$ cat src/rtl/core/rcfd_pkg.sv
// ----------------------------------------------------------------------------
// rcfd_pkg
// Shared types and constants of the packed RC channel frame decoder.
// ----------------------------------------------------------------------------
package rcfd_pkg;

    localparam int CH_W   = 11;
    localparam int FRAC_W = 20;
    localparam int MUL_W  = 19;
    localparam int PROD_W = 29;

    localparam logic [3:0] FIRST_PAYLOAD_BYTE = 4'd3;
    localparam logic [3:0] TYPE_BYTE          = 4'd2;
    localparam logic [3:0] LAST_PAYLOAD_BYTE  = 4'd13;
    localparam logic [3:0] IDLE_POSITION      = 4'd14;
    localparam int         STORE_DEPTH        = 10;

    typedef enum logic [1:0] {
        CFG_ADDRESS  = 2'd0,
        CFG_TYPE     = 2'd1,
        CFG_DEADBAND = 2'd2
    } t_cfg_index;

    localparam logic [7:0] ADDRESS_RESET  = 8'd200;
    localparam logic [7:0] TYPE_RESET     = 8'd22;
    localparam logic [6:0] DEADBAND_RESET = 7'd5;

    localparam logic [CH_W-1:0] CH_LO        = 11'd174;
    localparam logic [CH_W-1:0] CH_MED       = 11'd992;
    localparam logic [CH_W-1:0] CH_HI_WIDE   = 11'd1811;
    localparam logic [CH_W-1:0] CH_HI_NARROW = 11'd1808;
    localparam logic [CH_W-1:0] SWITCH_TH    = 11'd1700;
    localparam logic [CH_W-1:0] MODE_LO      = 11'd900;
    localparam logic [CH_W-1:0] MODE_HI      = 11'd1100;

    localparam logic [1:0] WING_IDLE = 2'd0;
    localparam logic [1:0] WING_HALF = 2'd1;
    localparam logic [1:0] WING_FULL = 2'd2;

    localparam logic [9:0] ROLL_SPAN  = 10'd400;
    localparam logic [6:0] AMP_SPAN   = 7'd80;
    localparam logic [6:0] YAW_SPAN   = 7'd100;
    localparam logic [6:0] SWEEP_SPAN = 7'd100;
    localparam logic [3:0] RATE_BASE  = 4'd5;
    localparam logic [6:0] YMAG_SPLIT = 7'd50;
    localparam logic [4:0] YMAG_MID   = 5'd15;

    // ceil(span * 2^FRAC_W / divisor): exact floor quotient over the offset range
    localparam logic [MUL_W-1:0] ROLL_M_LO  = MUL_W'((400 * (2 ** FRAC_W) + 817) / 818);
    localparam logic [MUL_W-1:0] ROLL_M_HI  = MUL_W'((400 * (2 ** FRAC_W) + 818) / 819);
    localparam logic [MUL_W-1:0] AMP_M_LO   = MUL_W'((80 * (2 ** FRAC_W) + 817) / 818);
    localparam logic [MUL_W-1:0] AMP_M_HI   = MUL_W'((80 * (2 ** FRAC_W) + 815) / 816);
    localparam logic [MUL_W-1:0] YAW_M_LO   = MUL_W'((100 * (2 ** FRAC_W) + 817) / 818);
    localparam logic [MUL_W-1:0] YAW_M_HI   = MUL_W'((100 * (2 ** FRAC_W) + 815) / 816);
    localparam logic [MUL_W-1:0] SWEEP_M_LO = MUL_W'((100 * (2 ** FRAC_W) + 817) / 818);
    localparam logic [MUL_W-1:0] SWEEP_M_HI = MUL_W'((100 * (2 ** FRAC_W) + 818) / 819);
    localparam logic [MUL_W-1:0] RATE_M     = MUL_W'((10 * (2 ** FRAC_W) + 817) / 818);
    localparam logic [MUL_W-1:0] YMAG_M     = MUL_W'((15 * (2 ** FRAC_W) + 49) / 50);

    typedef struct packed {
        logic [CH_W-1:0] roll_ch;
        logic [CH_W-1:0] amp_ch;
        logic [CH_W-1:0] rate_ch;
        logic [CH_W-1:0] yaw_ch;
        logic [CH_W-1:0] switch_ch;
        logic [CH_W-1:0] mode_ch;
        logic [CH_W-1:0] sweep_ch;
    } t_chan_set;

endpackage

$ cat src/rtl/core/rcfd_front.sv
// ----------------------------------------------------------------------------
// rcfd_front
// Tracks frame position, checks the header and unpacks the channel words.
// ----------------------------------------------------------------------------
module rcfd_front (
    input  logic                i_clk,
    input  logic                i_rst_n,
    input  logic                i_valid,
    output logic                o_ready,
    input  logic [7:0]          i_link_byte,
    input  logic                i_frame_begin,
    input  logic [7:0]          i_expected_address,
    input  logic [7:0]          i_expected_type,
    output logic                o_push_valid,
    input  logic                i_push_ready,
    output rcfd_pkg::t_chan_set o_push_data
);

    logic [3:0] r_pos;
    logic       r_hdr;
    logic [3:0] n_pos;
    logic       n_hdr;
    logic [7:0] r_store [rcfd_pkg::STORE_DEPTH];
    logic       w_accept;
    logic       w_active;
    logic       w_store_en;
    logic [3:0] w_store_idx;

    assign o_ready     = i_push_ready;
    assign w_accept    = i_valid && o_ready;
    assign w_active    = !i_frame_begin && (r_pos < rcfd_pkg::IDLE_POSITION);
    assign w_store_en  = w_accept && w_active && (r_pos >= rcfd_pkg::FIRST_PAYLOAD_BYTE)
                         && (r_pos < rcfd_pkg::LAST_PAYLOAD_BYTE);
    assign w_store_idx = r_pos - rcfd_pkg::FIRST_PAYLOAD_BYTE;

    always_comb begin
        n_pos = r_pos;
        n_hdr = r_hdr;
        if (i_frame_begin) begin
            n_hdr = (i_link_byte == i_expected_address);
            n_pos = 4'd1;
        end else if (w_active) begin
            if (r_pos == rcfd_pkg::TYPE_BYTE) begin
                n_hdr = r_hdr && (i_link_byte == i_expected_type);
            end
            if (r_pos == rcfd_pkg::LAST_PAYLOAD_BYTE) begin
                n_pos = rcfd_pkg::IDLE_POSITION;
            end else begin
                n_pos = r_pos + 4'd1;
            end
        end
    end

    always_ff @(posedge i_clk) begin
        if (!i_rst_n) begin
            r_pos <= rcfd_pkg::IDLE_POSITION;
            r_hdr <= 1'b0;
        end else if (w_accept) begin
            r_pos <= n_pos;
            r_hdr <= n_hdr;
        end
    end

    always_ff @(posedge i_clk) begin
        if (w_store_en) begin
            r_store[w_store_idx] <= i_link_byte;
        end
    end

    assign o_push_valid = i_valid && w_active && r_hdr
                          && (r_pos == rcfd_pkg::LAST_PAYLOAD_BYTE);

    // unpack little-endian 11-bit channels
    always_comb begin
        o_push_data.roll_ch   = {r_store[1][2:0], r_store[0]};
        o_push_data.amp_ch    = {r_store[2][5:0], r_store[1][7:3]};
        o_push_data.rate_ch   = {r_store[4][0], r_store[3], r_store[2][7:6]};
        o_push_data.yaw_ch    = {r_store[5][3:0], r_store[4][7:1]};
        o_push_data.switch_ch = {r_store[6][6:0], r_store[5][7:4]};
        o_push_data.mode_ch   = {r_store[8][1:0], r_store[7], r_store[6][7]};
        o_push_data.sweep_ch  = {i_link_byte, r_store[9][7:5]};
    end

`ifndef SYNTHESIS
    a_begin_restarts: assert property (@(posedge i_clk) disable iff (!i_rst_n)
        (w_accept && i_frame_begin) |=> (r_pos == 4'd1))
        else $error("frame start did not restart position");

    a_pos_bounded: assert property (@(posedge i_clk) disable iff (!i_rst_n)
        (r_pos != 4'd0) && (r_pos <= rcfd_pkg::IDLE_POSITION))
        else $error("byte position out of range");
`endif

endmodule

$ cat src/rtl/core/rcfd_queue.sv
// ----------------------------------------------------------------------------
// rcfd_queue
// Two-entry queue of channel words between the front and back parts.
// ----------------------------------------------------------------------------
module rcfd_queue (
    input  logic                i_clk,
    input  logic                i_rst_n,
    input  logic                i_wr_valid,
    output logic                o_wr_ready,
    input  rcfd_pkg::t_chan_set i_wr_data,
    output logic                o_rd_valid,
    input  logic                i_rd_ready,
    output rcfd_pkg::t_chan_set o_rd_data
);

    localparam int DEPTH = 2;

    rcfd_pkg::t_chan_set r_mem [DEPTH];
    logic                r_wr_ptr;
    logic                r_rd_ptr;
    logic [1:0]          r_count;
    logic                w_wr;
    logic                w_rd;

    assign o_wr_ready = (r_count != 2'(DEPTH));
    assign o_rd_valid = (r_count != 2'd0);
    assign o_rd_data  = r_mem[r_rd_ptr];
    assign w_wr       = i_wr_valid && o_wr_ready;
    assign w_rd       = o_rd_valid && i_rd_ready;

    always_ff @(posedge i_clk) begin
        if (!i_rst_n) begin
            r_wr_ptr <= 1'b0;
            r_rd_ptr <= 1'b0;
            r_count  <= 2'd0;
        end else begin
            if (w_wr) begin
                r_wr_ptr <= !r_wr_ptr;
            end
            if (w_rd) begin
                r_rd_ptr <= !r_rd_ptr;
            end
            unique case ({w_wr, w_rd})
                2'b10:   r_count <= r_count + 2'd1;
                2'b01:   r_count <= r_count - 2'd1;
                default: r_count <= r_count;
            endcase
        end
    end

    always_ff @(posedge i_clk) begin
        if (w_wr) begin
            r_mem[r_wr_ptr] <= i_wr_data;
        end
    end

endmodule

$ cat src/rtl/core/rcfd_back.sv
// ----------------------------------------------------------------------------
// rcfd_back
// Three-stage map pipeline: offset and multiply, scale and dead band,
// yaw magnitude and output register.
// ----------------------------------------------------------------------------
module rcfd_back (
    input  logic                i_clk,
    input  logic                i_rst_n,
    input  logic                i_valid,
    output logic                o_ready,
    input  rcfd_pkg::t_chan_set i_chan,
    input  logic [6:0]          i_deadband,
    output logic                o_valid,
    input  logic                i_ready,
    output logic signed [9:0]   o_roll_cmd,
    output logic [3:0]          o_beat_rate,
    output logic signed [7:0]   o_amplitude_cmd,
    output logic signed [7:0]   o_yaw_cmd,
    output logic [4:0]          o_yaw_magnitude,
    output logic                o_start_switch,
    output logic [1:0]          o_wing_mode,
    output logic signed [7:0]   o_sweep_cmd
);

    localparam int PW = rcfd_pkg::PROD_W;
    localparam int YW = rcfd_pkg::FRAC_W + 5;

    function automatic logic [9:0] seg_offset(input logic [10:0] ch, input logic [10:0] hi);
        logic [10:0] d;
        if (ch < rcfd_pkg::CH_MED) begin
            d = (ch < rcfd_pkg::CH_LO) ? 11'd0 : ch - rcfd_pkg::CH_LO;
        end else begin
            d = (ch > hi) ? hi - rcfd_pkg::CH_MED : ch - rcfd_pkg::CH_MED;
        end
        return d[9:0];
    endfunction

    function automatic logic [PW-1:0] scale(input logic [9:0] t,
                                            input logic [rcfd_pkg::MUL_W-1:0] m);
        return PW'(t) * PW'(m);
    endfunction

    logic adv1, adv2, adv3;
    logic r_v1, r_v2, r_v3;

    // stage 1
    logic          r_roll_lo, r_amp_lo, r_yaw_lo, r_sweep_lo;
    logic [PW-1:0] r_roll_p, r_amp_p, r_yaw_p, r_sweep_p, r_rate_p;
    logic          r_sw1;
    logic [1:0]    r_mode1;
    logic          w_roll_lo, w_amp_lo, w_yaw_lo, w_sweep_lo;
    logic [9:0]    w_rate_t;
    logic [1:0]    w_mode;

    // stage 2
    logic signed [9:0] r_roll2;
    logic [3:0]        r_rate2;
    logic signed [7:0] r_amp2, r_yaw2, r_sweep2;
    logic [6:0]        r_ay2;
    logic              r_sw2;
    logic [1:0]        r_mode2;
    logic [6:0]        w_amp_mag, w_yaw_mag, w_sweep_mag;
    logic [8:0]        w_roll_q;

    // stage 3
    logic          w_ym_lo;
    logic [5:0]    w_ym_t;
    logic [YW-1:0] w_ym_p;

    assign adv3    = !r_v3 || i_ready;
    assign adv2    = !r_v2 || adv3;
    assign adv1    = !r_v1 || adv2;
    assign o_ready = adv1;
    assign o_valid = r_v3;

    always_ff @(posedge i_clk) begin
        if (!i_rst_n) begin
            r_v1 <= 1'b0;
            r_v2 <= 1'b0;
            r_v3 <= 1'b0;
        end else begin
            if (adv1) begin
                r_v1 <= i_valid;
            end
            if (adv2) begin
                r_v2 <= r_v1;
            end
            if (adv3) begin
                r_v3 <= r_v2;
            end
        end
    end

    assign w_roll_lo  = i_chan.roll_ch  < rcfd_pkg::CH_MED;
    assign w_amp_lo   = i_chan.amp_ch   < rcfd_pkg::CH_MED;
    assign w_yaw_lo   = i_chan.yaw_ch   < rcfd_pkg::CH_MED;
    assign w_sweep_lo = i_chan.sweep_ch < rcfd_pkg::CH_MED;

    always_comb begin
        if (i_chan.rate_ch < rcfd_pkg::CH_LO) begin
            w_rate_t = 10'd0;
        end else if (i_chan.rate_ch >= rcfd_pkg::CH_MED) begin
            w_rate_t = 10'(rcfd_pkg::CH_MED - rcfd_pkg::CH_LO);
        end else begin
            w_rate_t = 10'(i_chan.rate_ch - rcfd_pkg::CH_LO);
        end
    end

    always_comb begin
        if (i_chan.mode_ch > rcfd_pkg::SWITCH_TH) begin
            w_mode = rcfd_pkg::WING_FULL;
        end else if (i_chan.mode_ch > rcfd_pkg::MODE_LO && i_chan.mode_ch < rcfd_pkg::MODE_HI) begin
            w_mode = rcfd_pkg::WING_HALF;
        end else begin
            w_mode = rcfd_pkg::WING_IDLE;
        end
    end

    always_ff @(posedge i_clk) begin
        if (adv1) begin
            r_roll_lo  <= w_roll_lo;
            r_amp_lo   <= w_amp_lo;
            r_yaw_lo   <= w_yaw_lo;
            r_sweep_lo <= w_sweep_lo;
            r_roll_p   <= scale(seg_offset(i_chan.roll_ch, rcfd_pkg::CH_HI_WIDE),
                                w_roll_lo ? rcfd_pkg::ROLL_M_LO : rcfd_pkg::ROLL_M_HI);
            r_amp_p    <= scale(seg_offset(i_chan.amp_ch, rcfd_pkg::CH_HI_NARROW),
                                w_amp_lo ? rcfd_pkg::AMP_M_LO : rcfd_pkg::AMP_M_HI);
            r_yaw_p    <= scale(seg_offset(i_chan.yaw_ch, rcfd_pkg::CH_HI_NARROW),
                                w_yaw_lo ? rcfd_pkg::YAW_M_LO : rcfd_pkg::YAW_M_HI);
            r_sweep_p  <= scale(seg_offset(i_chan.sweep_ch, rcfd_pkg::CH_HI_WIDE),
                                w_sweep_lo ? rcfd_pkg::SWEEP_M_LO : rcfd_pkg::SWEEP_M_HI);
            r_rate_p   <= scale(w_rate_t, rcfd_pkg::RATE_M);
            r_sw1      <= i_chan.switch_ch > rcfd_pkg::SWITCH_TH;
            r_mode1    <= w_mode;
        end
    end

    assign w_roll_q    = r_roll_p[rcfd_pkg::FRAC_W +: 9];
    assign w_amp_mag   = r_amp_lo ? rcfd_pkg::AMP_SPAN - r_amp_p[rcfd_pkg::FRAC_W +: 7]
                                  : r_amp_p[rcfd_pkg::FRAC_W +: 7];
    assign w_yaw_mag   = r_yaw_lo ? rcfd_pkg::YAW_SPAN - r_yaw_p[rcfd_pkg::FRAC_W +: 7]
                                  : r_yaw_p[rcfd_pkg::FRAC_W +: 7];
    assign w_sweep_mag = r_sweep_lo ? rcfd_pkg::SWEEP_SPAN - r_sweep_p[rcfd_pkg::FRAC_W +: 7]
                                    : r_sweep_p[rcfd_pkg::FRAC_W +: 7];

    always_ff @(posedge i_clk) begin
        if (adv2) begin
            r_roll2  <= r_roll_lo ? 10'(w_roll_q) - rcfd_pkg::ROLL_SPAN : 10'(w_roll_q);
            r_rate2  <= rcfd_pkg::RATE_BASE + r_rate_p[rcfd_pkg::FRAC_W +: 4];
            if (w_amp_mag < i_deadband) begin
                r_amp2 <= 8'd0;
            end else begin
                r_amp2 <= r_amp_lo ? 8'd0 - 8'(w_amp_mag) : 8'(w_amp_mag);
            end
            r_yaw2   <= r_yaw_lo ? 8'd0 - 8'(w_yaw_mag) : 8'(w_yaw_mag);
            r_ay2    <= w_yaw_mag;
            r_sweep2 <= r_sweep_lo ? 8'd0 - 8'(w_sweep_mag) : 8'(w_sweep_mag);
            r_sw2    <= r_sw1;
            r_mode2  <= r_mode1;
        end
    end

    assign w_ym_lo = r_ay2 < rcfd_pkg::YMAG_SPLIT;
    assign w_ym_t  = w_ym_lo ? r_ay2[5:0] : 6'(r_ay2 - rcfd_pkg::YMAG_SPLIT);
    assign w_ym_p  = YW'(w_ym_t) * YW'(rcfd_pkg::YMAG_M);

    always_ff @(posedge i_clk) begin
        if (adv3) begin
            o_roll_cmd      <= r_roll2;
            o_beat_rate     <= r_rate2;
            o_amplitude_cmd <= r_amp2;
            o_yaw_cmd       <= r_yaw2;
            o_yaw_magnitude <= (w_ym_lo ? 5'd0 : rcfd_pkg::YMAG_MID)
                               + w_ym_p[rcfd_pkg::FRAC_W +: 5];
            o_start_switch  <= r_sw2;
            o_wing_mode     <= r_mode2;
            o_sweep_cmd     <= r_sweep2;
        end
    end

`ifndef SYNTHESIS
    a_roll_range: assert property (@(posedge i_clk) disable iff (!i_rst_n)
        r_v3 |-> (o_roll_cmd >= -10'sd400 && o_roll_cmd <= 10'sd400))
        else $error("roll word out of range");

    a_small_ranges: assert property (@(posedge i_clk) disable iff (!i_rst_n)
        r_v3 |-> (o_beat_rate >= 4'd5 && o_yaw_magnitude <= 5'd30
                  && o_wing_mode != 2'd3))
        else $error("rate, magnitude or mode word out of range");

    a_amp_range: assert property (@(posedge i_clk) disable iff (!i_rst_n)
        r_v3 |-> (o_amplitude_cmd >= -8'sd80 && o_amplitude_cmd <= 8'sd80
                  && o_yaw_cmd >= -8'sd100 && o_yaw_cmd <= 8'sd100))
        else $error("amplitude or yaw word out of range");
`endif

endmodule

$ cat src/rtl/core/rc_frame_channel_decode_map_unit.sv
// Path: a matching frame's word passes the queue, then stage 1, stage 2 and output registers.
// Throughput: one byte per cycle while the two-entry queue is not full; output stalls fill it.
// Reset: synchronous, active low; position goes idle, header flag, queue and pipeline clear,
// and the registers return to address 200, type 22 and dead band 5. Payload bytes hold.
// ----------------------------------------------------------------------------
// rc_frame_channel_decode_map_unit
// Packed RC channel frame decoder with fixed control maps.
// ----------------------------------------------------------------------------
module rc_frame_channel_decode_map_unit (
    input  logic              i_clk,
    input  logic              i_rst_n,
    input  logic              i_in_valid,
    output logic              o_in_ready,
    input  logic [7:0]        i_link_byte,
    input  logic              i_frame_begin,
    output logic              o_out_valid,
    input  logic              i_out_ready,
    output logic signed [9:0] o_roll_cmd,
    output logic [3:0]        o_beat_rate,
    output logic signed [7:0] o_amplitude_cmd,
    output logic signed [7:0] o_yaw_cmd,
    output logic [4:0]        o_yaw_magnitude,
    output logic              o_start_switch,
    output logic [1:0]        o_wing_mode,
    output logic signed [7:0] o_sweep_cmd,
    input  logic              i_cfg_valid,
    output logic              o_cfg_ready,
    input  logic [1:0]        i_cfg_index,
    input  logic [7:0]        i_cfg_data
);

    logic [7:0]          r_expected_address;
    logic [7:0]          r_expected_type;
    logic [6:0]          r_deadband;
    logic                w_push_valid;
    logic                w_push_ready;
    rcfd_pkg::t_chan_set w_push_data;
    logic                w_pop_valid;
    logic                w_pop_ready;
    rcfd_pkg::t_chan_set w_pop_data;

    assign o_cfg_ready = 1'b1;

    always_ff @(posedge i_clk) begin
        if (!i_rst_n) begin
            r_expected_address <= rcfd_pkg::ADDRESS_RESET;
            r_expected_type    <= rcfd_pkg::TYPE_RESET;
            r_deadband         <= rcfd_pkg::DEADBAND_RESET;
        end else if (i_cfg_valid) begin
            unique case (rcfd_pkg::t_cfg_index'(i_cfg_index))
                rcfd_pkg::CFG_ADDRESS:  r_expected_address <= i_cfg_data;
                rcfd_pkg::CFG_TYPE:     r_expected_type    <= i_cfg_data;
                rcfd_pkg::CFG_DEADBAND: r_deadband         <= i_cfg_data[6:0];
                default: ;
            endcase
        end
    end

    rcfd_front u_front (
        .i_clk              (i_clk),
        .i_rst_n            (i_rst_n),
        .i_valid            (i_in_valid),
        .o_ready            (o_in_ready),
        .i_link_byte        (i_link_byte),
        .i_frame_begin      (i_frame_begin),
        .i_expected_address (r_expected_address),
        .i_expected_type    (r_expected_type),
        .o_push_valid       (w_push_valid),
        .i_push_ready       (w_push_ready),
        .o_push_data        (w_push_data)
    );

    rcfd_queue u_queue (
        .i_clk      (i_clk),
        .i_rst_n    (i_rst_n),
        .i_wr_valid (w_push_valid),
        .o_wr_ready (w_push_ready),
        .i_wr_data  (w_push_data),
        .o_rd_valid (w_pop_valid),
        .i_rd_ready (w_pop_ready),
        .o_rd_data  (w_pop_data)
    );

    rcfd_back u_back (
        .i_clk           (i_clk),
        .i_rst_n         (i_rst_n),
        .i_valid         (w_pop_valid),
        .o_ready         (w_pop_ready),
        .i_chan          (w_pop_data),
        .i_deadband      (r_deadband),
        .o_valid         (o_out_valid),
        .i_ready         (i_out_ready),
        .o_roll_cmd      (o_roll_cmd),
        .o_beat_rate     (o_beat_rate),
        .o_amplitude_cmd (o_amplitude_cmd),
        .o_yaw_cmd       (o_yaw_cmd),
        .o_yaw_magnitude (o_yaw_magnitude),
        .o_start_switch  (o_start_switch),
        .o_wing_mode     (o_wing_mode),
        .o_sweep_cmd     (o_sweep_cmd)
    );

endmodule

$ cat config.mk
export PLATFORM = sky130hd
export DESIGN_NAME = rc_frame_channel_decode_map_unit
export DESIGN_NICKNAME = d
export VERILOG_FILES = /design/src/rtl/core/rcfd_pkg.sv /design/src/rtl/core/rcfd_front.sv /design/src/rtl/core/rcfd_queue.sv /design/src/rtl/core/rcfd_back.sv /design/src/rtl/core/rc_frame_channel_decode_map_unit.sv
export SDC_FILE = /design/constraint.sdc
export NUM_CORES = 1
export LEC_CHECK = 0
export BUFFER_PORTS_ARGS = -buffer_cell sky130_fd_sc_hd__buf_2
export CORE_MARGIN = 3
export CORE_UTILIZATION = 46
export CTS_BUF_LIST = sky130_fd_sc_hd__clkbuf_8
export DETAILED_ROUTE_END_ITERATION = 8
export PLACE_DENSITY = 0.72
export SYNTH_ARGS = -nofsm -noshare
export SYNTH_HDL_FRONTEND = slang
export SYNTH_SLANG_ARGS = --single-unit
$ cat constraint.sdc
create_clock -name i_clk -period 8.5 [get_ports i_clk]
set_clock_uncertainty 0.1 [all_clocks]
set_input_delay 0.85 -clock i_clk [delete_from_list [all_inputs] [get_ports i_clk]]
set_output_delay 0.85 -clock i_clk [all_outputs]
set_load 0.01 [all_outputs]
### Word level (Yosys, flattened, before mapping)

Memories as Yosys holds them, arrays and structs flattened. A register that Yosys moved wholly into a read port is not among the register bits.
Index checks and enable logic that the tools add are counted.

* muxes and demuxes: 45
* $lt $le $gt $ge: 23
* reductions and logical operators: 32
* add/subtract/negate cells: 23
* divide/modulo/power cells: 0
* bitwise operators: 1
* shift operators: 0
* equality and inequality tests: 9
* multiply operators: 6

Operator list (count)
* $mux W10: 19
* $mul A10 B17 Y27: 3
* $gt A11 B11 Y1 const B: 6
* $lt A11 B8 Y1 const B: 5
* $sub A10 B8 Y10 const B: 5
* $lt A11 B10 Y1 const B: 4
* $mux W7: 6
* $sub A10 B10 Y10 const B: 4
* $mul A10 B19 Y29: 1
* $mux W9: 3
* $mul A6 B19 Y25 const B: 1
* $mul A10 B14 Y24 const B: 1
* $sub A1 B7 Y8 const A: 3
* $sub A7 B7 Y7 const A: 3
* $eq A8 B8 Y1: 2
* $mux W4: 4
* $logic_and A1 B1 Y1: 12
* $ge A11 B10 Y1 const B: 1
* $gt A11 B10 Y1 const B: 1
* $lt A11 B11 Y1 const B: 1
* $mux W1: 10
* $sub A9 B9 Y10 const B: 1
* $lt A4 B4 Y1 const B: 2
* $mux W8: 1
* 25 further kinds: 40

* word-level logic and storage cells: 183
* bits in registers: 270
* memories kept: 2
* memory bits (read-only): 0
* input bits: 24
* bits in latches: 0
* output and inout port bits: 49
* bits in writable memories: 234

Memories
* u_queue.r_mem: words 2, width 77, read ports 1, clocked after Yosys merged registers in 1, wr ports 1, line rcfd_queue.sv:18 `rcfd_pkg::t_chan_set r_mem [DEPTH];`
* u_front.r_store: words 10, width 8, read ports 10, clocked after Yosys merged registers in 0, wr ports 1, line rcfd_front.sv:23 `logic [7:0] r_store [rcfd_pkg::STORE_DEPTH];`

### Depth between registers and ports, before layout

* depth after elaboration: 8
* mapped depth: 35
* gate-level depth less buffers: 32

### Hierarchy

A second synthesis with hierarchy kept.

* cells, all modules: 2870
* area, all modules: 32984.1 µm²

By module, submodules not included
* rcfd_back: instances 1, sequential area each 4083.9 µm², area an instance 23353.6 µm², cells an instance 2341
* rcfd_queue: instances 1, sequential area each 4724.5 µm², area an instance 5796.8 µm², cells an instance 264
* rcfd_front: instances 1, sequential area each 2172.1 µm², area an instance 2884.0 µm², cells an instance 170
* rc_frame_channel_decode_map_unit: instances 1, sequential area each 460.4 µm², area an instance 949.7 µm², cells an instance 95

### Worst setup path before layout

No wires, ideal clock.

* path type: register to register
* start: reg with a tool-made name
* end: reg u_back.r_yaw_p[25] (data pin)
* clock period less this slack: 7.723 ns
* arrival time: 7.365 ns
* slack: 0.777 ns
* setup time: 0.258 ns
* stages on the path, launching flop included: 32
* cells stage by stage: dfxtp_1 buf_6 buf_4 buf_4 buf_2 mux2i_1 inv_1 ha_1 a21boi_0 a21oi_1 o21ai_2 o21ai_0 inv_1 fa_1 inv_1 fa_1 inv_1 fa_1 inv_1 fa_1 inv_1 fa_1 inv_1 ha_1 a21oi_1 nand2b_1 a211oi_1 o31ai_1 o2111ai_1 nand3_1 a31oi_1 xnor2_1

RTL lines
* end signal: assignment: line rcfd_back.sv:129 `r_yaw_p <= scale(seg_offset(i_chan.yaw_ch, rcfd_pkg::CH_HI_NARROW),`
* end: declaration: line rcfd_back.sv:48 `logic [PW-1:0] r_roll_p, r_amp_p, r_yaw_p, r_sweep_p, r_rate_p;`

==> metrics <==
status=complete, no violations; register area=about 11000 um2; WP data required=~9 ns; endpoint of the worst hold path=u_back.o_roll_cmd[2]$_DFFE_PP_; setup TNS=0 ns; Yosys reg bits=393; first-pass GRT wire length=106800 um; Syn-to-layout area delta=9.113%; fraction of registers with async set/reset=0%; Worst Hold Class=reg2reg; total CTS buffers=67; Die Span Y=around 270 um; Core ar.=70390 um2; GR Util All Layers=17.76%; number of synthesized flops with an enable pin=357; Avg WL per Cell=16.10 um; post-synth net total=around 3700; CTS tree=yes; area of the multi-input gates=19140 um2; final setup violation count=0; Main synth FF type=edfxtp_1; Clock Path Buffers=3; slowest CP cell=dfxtp_4; syn avg cell area=11.39 um2; drt first-iter violations=1194; RSZ-0062 raised after global routing=no; final-report hold violation count=0; Post-route DRC=0; WHS Path Cells=0; Slew Limit Headroom=29.71%; Top delay family on crit path=adder cells; crit path buf inv count=9; Final ANT Viol Nets=0; Clock Latency Late Sink=0.65 ns; Crit path top cell by count=inv_1; share of cells above drive strength 1=8.763%; met3 WL=approximately 2700 um; drt pass-1 iters=5; Syn Inst Count=between 2000 and 3000; number of global-route vias before repair=around 21000; Clk pin slew, worst setup/hold paths=0.06 ns; Ys Warns=0; CTS Hold Bufs=0; largest net degree at the start of global routing=slightly below 80; Max Cap Viol=0; largest fanout on the critical path=13; # IOs=73; Die W=approximately 270 um; htree depth=3; row cnt=97; WP data arrival=~8.2 ns; uppermost layer routed=met4; Die ar.=74700 um2; global route overflow=0; dpl hpwl=around 50000 um; critical setup path kind=reg2reg; Starting Density=46.70%; Critical Path Sink Type=register; post-DR vias/cell=5.138; # fillers=a little over 6000; met1 wire length=29730 um; fmax=125.9 MHz; r2r setup slk=about 0.56 ns; worst-margin pin slew=~1.1 ns; fin crit period=7.945 ns; CP Launch Type=register; Post-Syn Area=32870 um2; min-delay src=u_back.r_roll2[2]$_DFFE_PP_; port bufs=71; met2 wire len=31170 um; CTS root buf=clkbuf_8; r2r worst-path depth=30; vias=a little over 20000; crit share post-route=93.47%; initial antenna violation count=2; GPL Wtd Cong=0.8926; Final #Nets=3837; CP peak stage delay=0.53 ns; final WL=64740 um; clock sinks=393; worst r2r dst=u_back.r_sweep_p[25]$_DFFE_PN_; Yosys cell types=89; final slew viol count=0; post-synthesis sequential area ratio=about a third
==> state kept, by name (all words and copies together), names as in the netlist, 8 cells and up, named ones only <==
register / count
r_expected_address: 8
u_back.r_roll2: 10
u_back.o_yaw_cmd: 8
u_back.o_amplitude_cmd: 8
r_expected_type: 8
u_back.r_sweep2: 8
u_front.r_store: 69
u_back.o_sweep_cmd: 8
u_back.o_roll_cmd: 10
u_queue.r_mem: 154
u_back.r_roll_p: 9
u_back.r_amp2: 8
==> cell usage after synthesis, drive strengths merged (10+ instances only) <==
| cell | n | area share [%] |
|---|---|---|
| o21ai | 76 | 1.2 |
| or2 | 17 | 0.32 |
| nand4 | 20 | 0.38 |
| xnor2 | 103 | 2.7 |
| mux2 | 19 | 0.65 |
| inv | 565 | 6.5 |
| a21oi | 104 | 1.6 |
| o211ai | 23 | 0.54 |
| a211oi | 13 | 0.33 |
| and3 | 15 | 0.29 |
| edfxtp | 357 | 33 |
| buf | 17 | 0.48 |
| nand2 | 143 | 1.6 |
| nand2b | 20 | 0.38 |
| a31oi | 10 | 0.23 |
| clkbuf | 13 | 0.15 |
| nor2 | 120 | 1.4 |
| mux2i | 60 | 1.9 |
| nor3 | 38 | 0.59 |
| a21boi | 12 | 0.27 |
| dfxtp | 36 | 2.2 |
| o21a | 16 | 0.37 |
| xor2 | 42 | 1.1 |
| a21o | 49 | 1.1 |
| fa | 276 | 17 |
| ha | 509 | 19 |
| nand3 | 39 | 0.59 |
| and2 | 13 | 0.25 |
| nor2b | 33 | 0.63 |
==> logic make-up after synthesis <==
family	count (synthesis)	share of synthesized area (%)
AOI/OAI and AO/OA	377	7.765
xor gates and xnor gates	145	3.864
adders and majority gates	785	36.18
buffers and inverters	595	7.076
DFF	393	34.81
muxes	79	2.588
other	1	0.01141
and+or+nand+nor	510	7.704
==> how the worst max path moves through the flow <==
stage / end / slack [ns] / cells after the start
after floorplan: u_back.r_yaw_p[25]$_DFFE_PN_ / 0.78 / 31
after detailed placement: u_back.r_sweep_p[25]$_DFFE_PN_ / 0.33 / 30
after global placement: u_back.r_amp_p[25]$_DFFE_PN_ / 0.52 / 26
after global routing: u_back.r_roll_p[28]$_DFFE_PN_ / 0.12 / 28
final: u_back.r_sweep_p[25]$_DFFE_PN_ / 0.56 / 30
after CTS: u_back.r_sweep_p[25]$_DFFE_PN_ / 0.28 / 30
==> repair_timing <==
| item | in CTS | in global routing |
|---|---|---|
| endpoints found under the setup margin | 0 | 14 |
| setup buffers | 0 | 2 |
| gates resized for setup | 0 | 1 |
| endpoints found under the hold margin | 0 | 0 |
==> final cells by class <==
cell class                 instances  share of cell area (%)
antenna                            1                0.006977
clock buffer                      69                   2.648
clock inverter                    53                   1.120
inverter                         565                   5.913
multi-input combinational       1897                   53.36
sequential                       393                   31.91
tap                              940                   3.279
timing repair buffer             104                   1.765
==> placed cells by master (no fill, tap or decap), types with 7 or more instances in the layout <==
| master | count |
|---|---|
| a211oi_1 | 11 |
| a21boi_0 | 11 |
| a21o_1 | 49 |
| a21oi_1 | 101 |
| a31oi_1 | 8 |
| and2_1 | 13 |
| and3_1 | 15 |
| buf_2 | 71 |
| buf_4 | 31 |
| clkbuf_8 | 69 |
| clkinv_1 | 16 |
| clkinv_2 | 8 |
| dfxtp_1 | 35 |
| edfxtp_1 | 357 |
| fa_1 | 276 |
| ha_1 | 509 |
| inv_1 | 578 |
| mux2_2 | 19 |
| mux2i_1 | 55 |
| nand2_1 | 142 |
| nand2b_1 | 20 |
| nand3_1 | 38 |
| nand3b_1 | 9 |
| nand4_1 | 20 |
| nor2_1 | 117 |
| nor2b_1 | 33 |
| nor3_1 | 37 |
| o211ai_1 | 22 |
| o21a_1 | 16 |
| o21ai_0 | 68 |
| o21ai_1 | 7 |
| o22ai_1 | 8 |
| o31ai_1 | 7 |
| or2_2 | 17 |
| or3_1 | 9 |
| xnor2_1 | 103 |
| xor2_1 | 42 |
==> layer usage <==
layer / up-vias / GRT usage, %
li1: 10100 / -
met1: 10100 / 23.89
met2: 386 / 30.06
met3: 85 / 2.796
met4: 0 / 4.494
met5: - / 0
==> per-stage QoR <==
step                      setup slack [ns]  cell area, um2  std cells  hold WS (ns)  util (%)
after floorplan                     0.7767           32870       2885        0.3003         -
after global placement              0.5220           34460       3897        0.3007     48.96
after detailed placement            0.3292           34460       3897        0.3045     48.96
after CTS                           0.2834           35810       4019        0.3085     50.88
after global routing                0.1206           35870       4022        0.3142     50.95
final                               0.5552           35870       4022        0.3167     50.95
==> worst reg2reg max path, delay by kind of cell, from the launching register on <==
| family | cells | cell delay, ns |
|---|---|---|
| multiplexers | 1 | 0.45 |
| buffers and inverters | 9 | 1.19 |
| XOR/XNOR | 1 | 0.14 |
| adder cells (fa/ha/maj) | 7 | 2.86 |
| AND/OR/NAND/NOR | 3 | 0.58 |
| AO/OA/AOI/OAI | 9 | 1.85 |
| flip-flops | 1 | 0.53 |
Power is left out: the tool's default activity adds up to more than one toggle a clock period on the data nets, which glitch-free logic cannot reach.
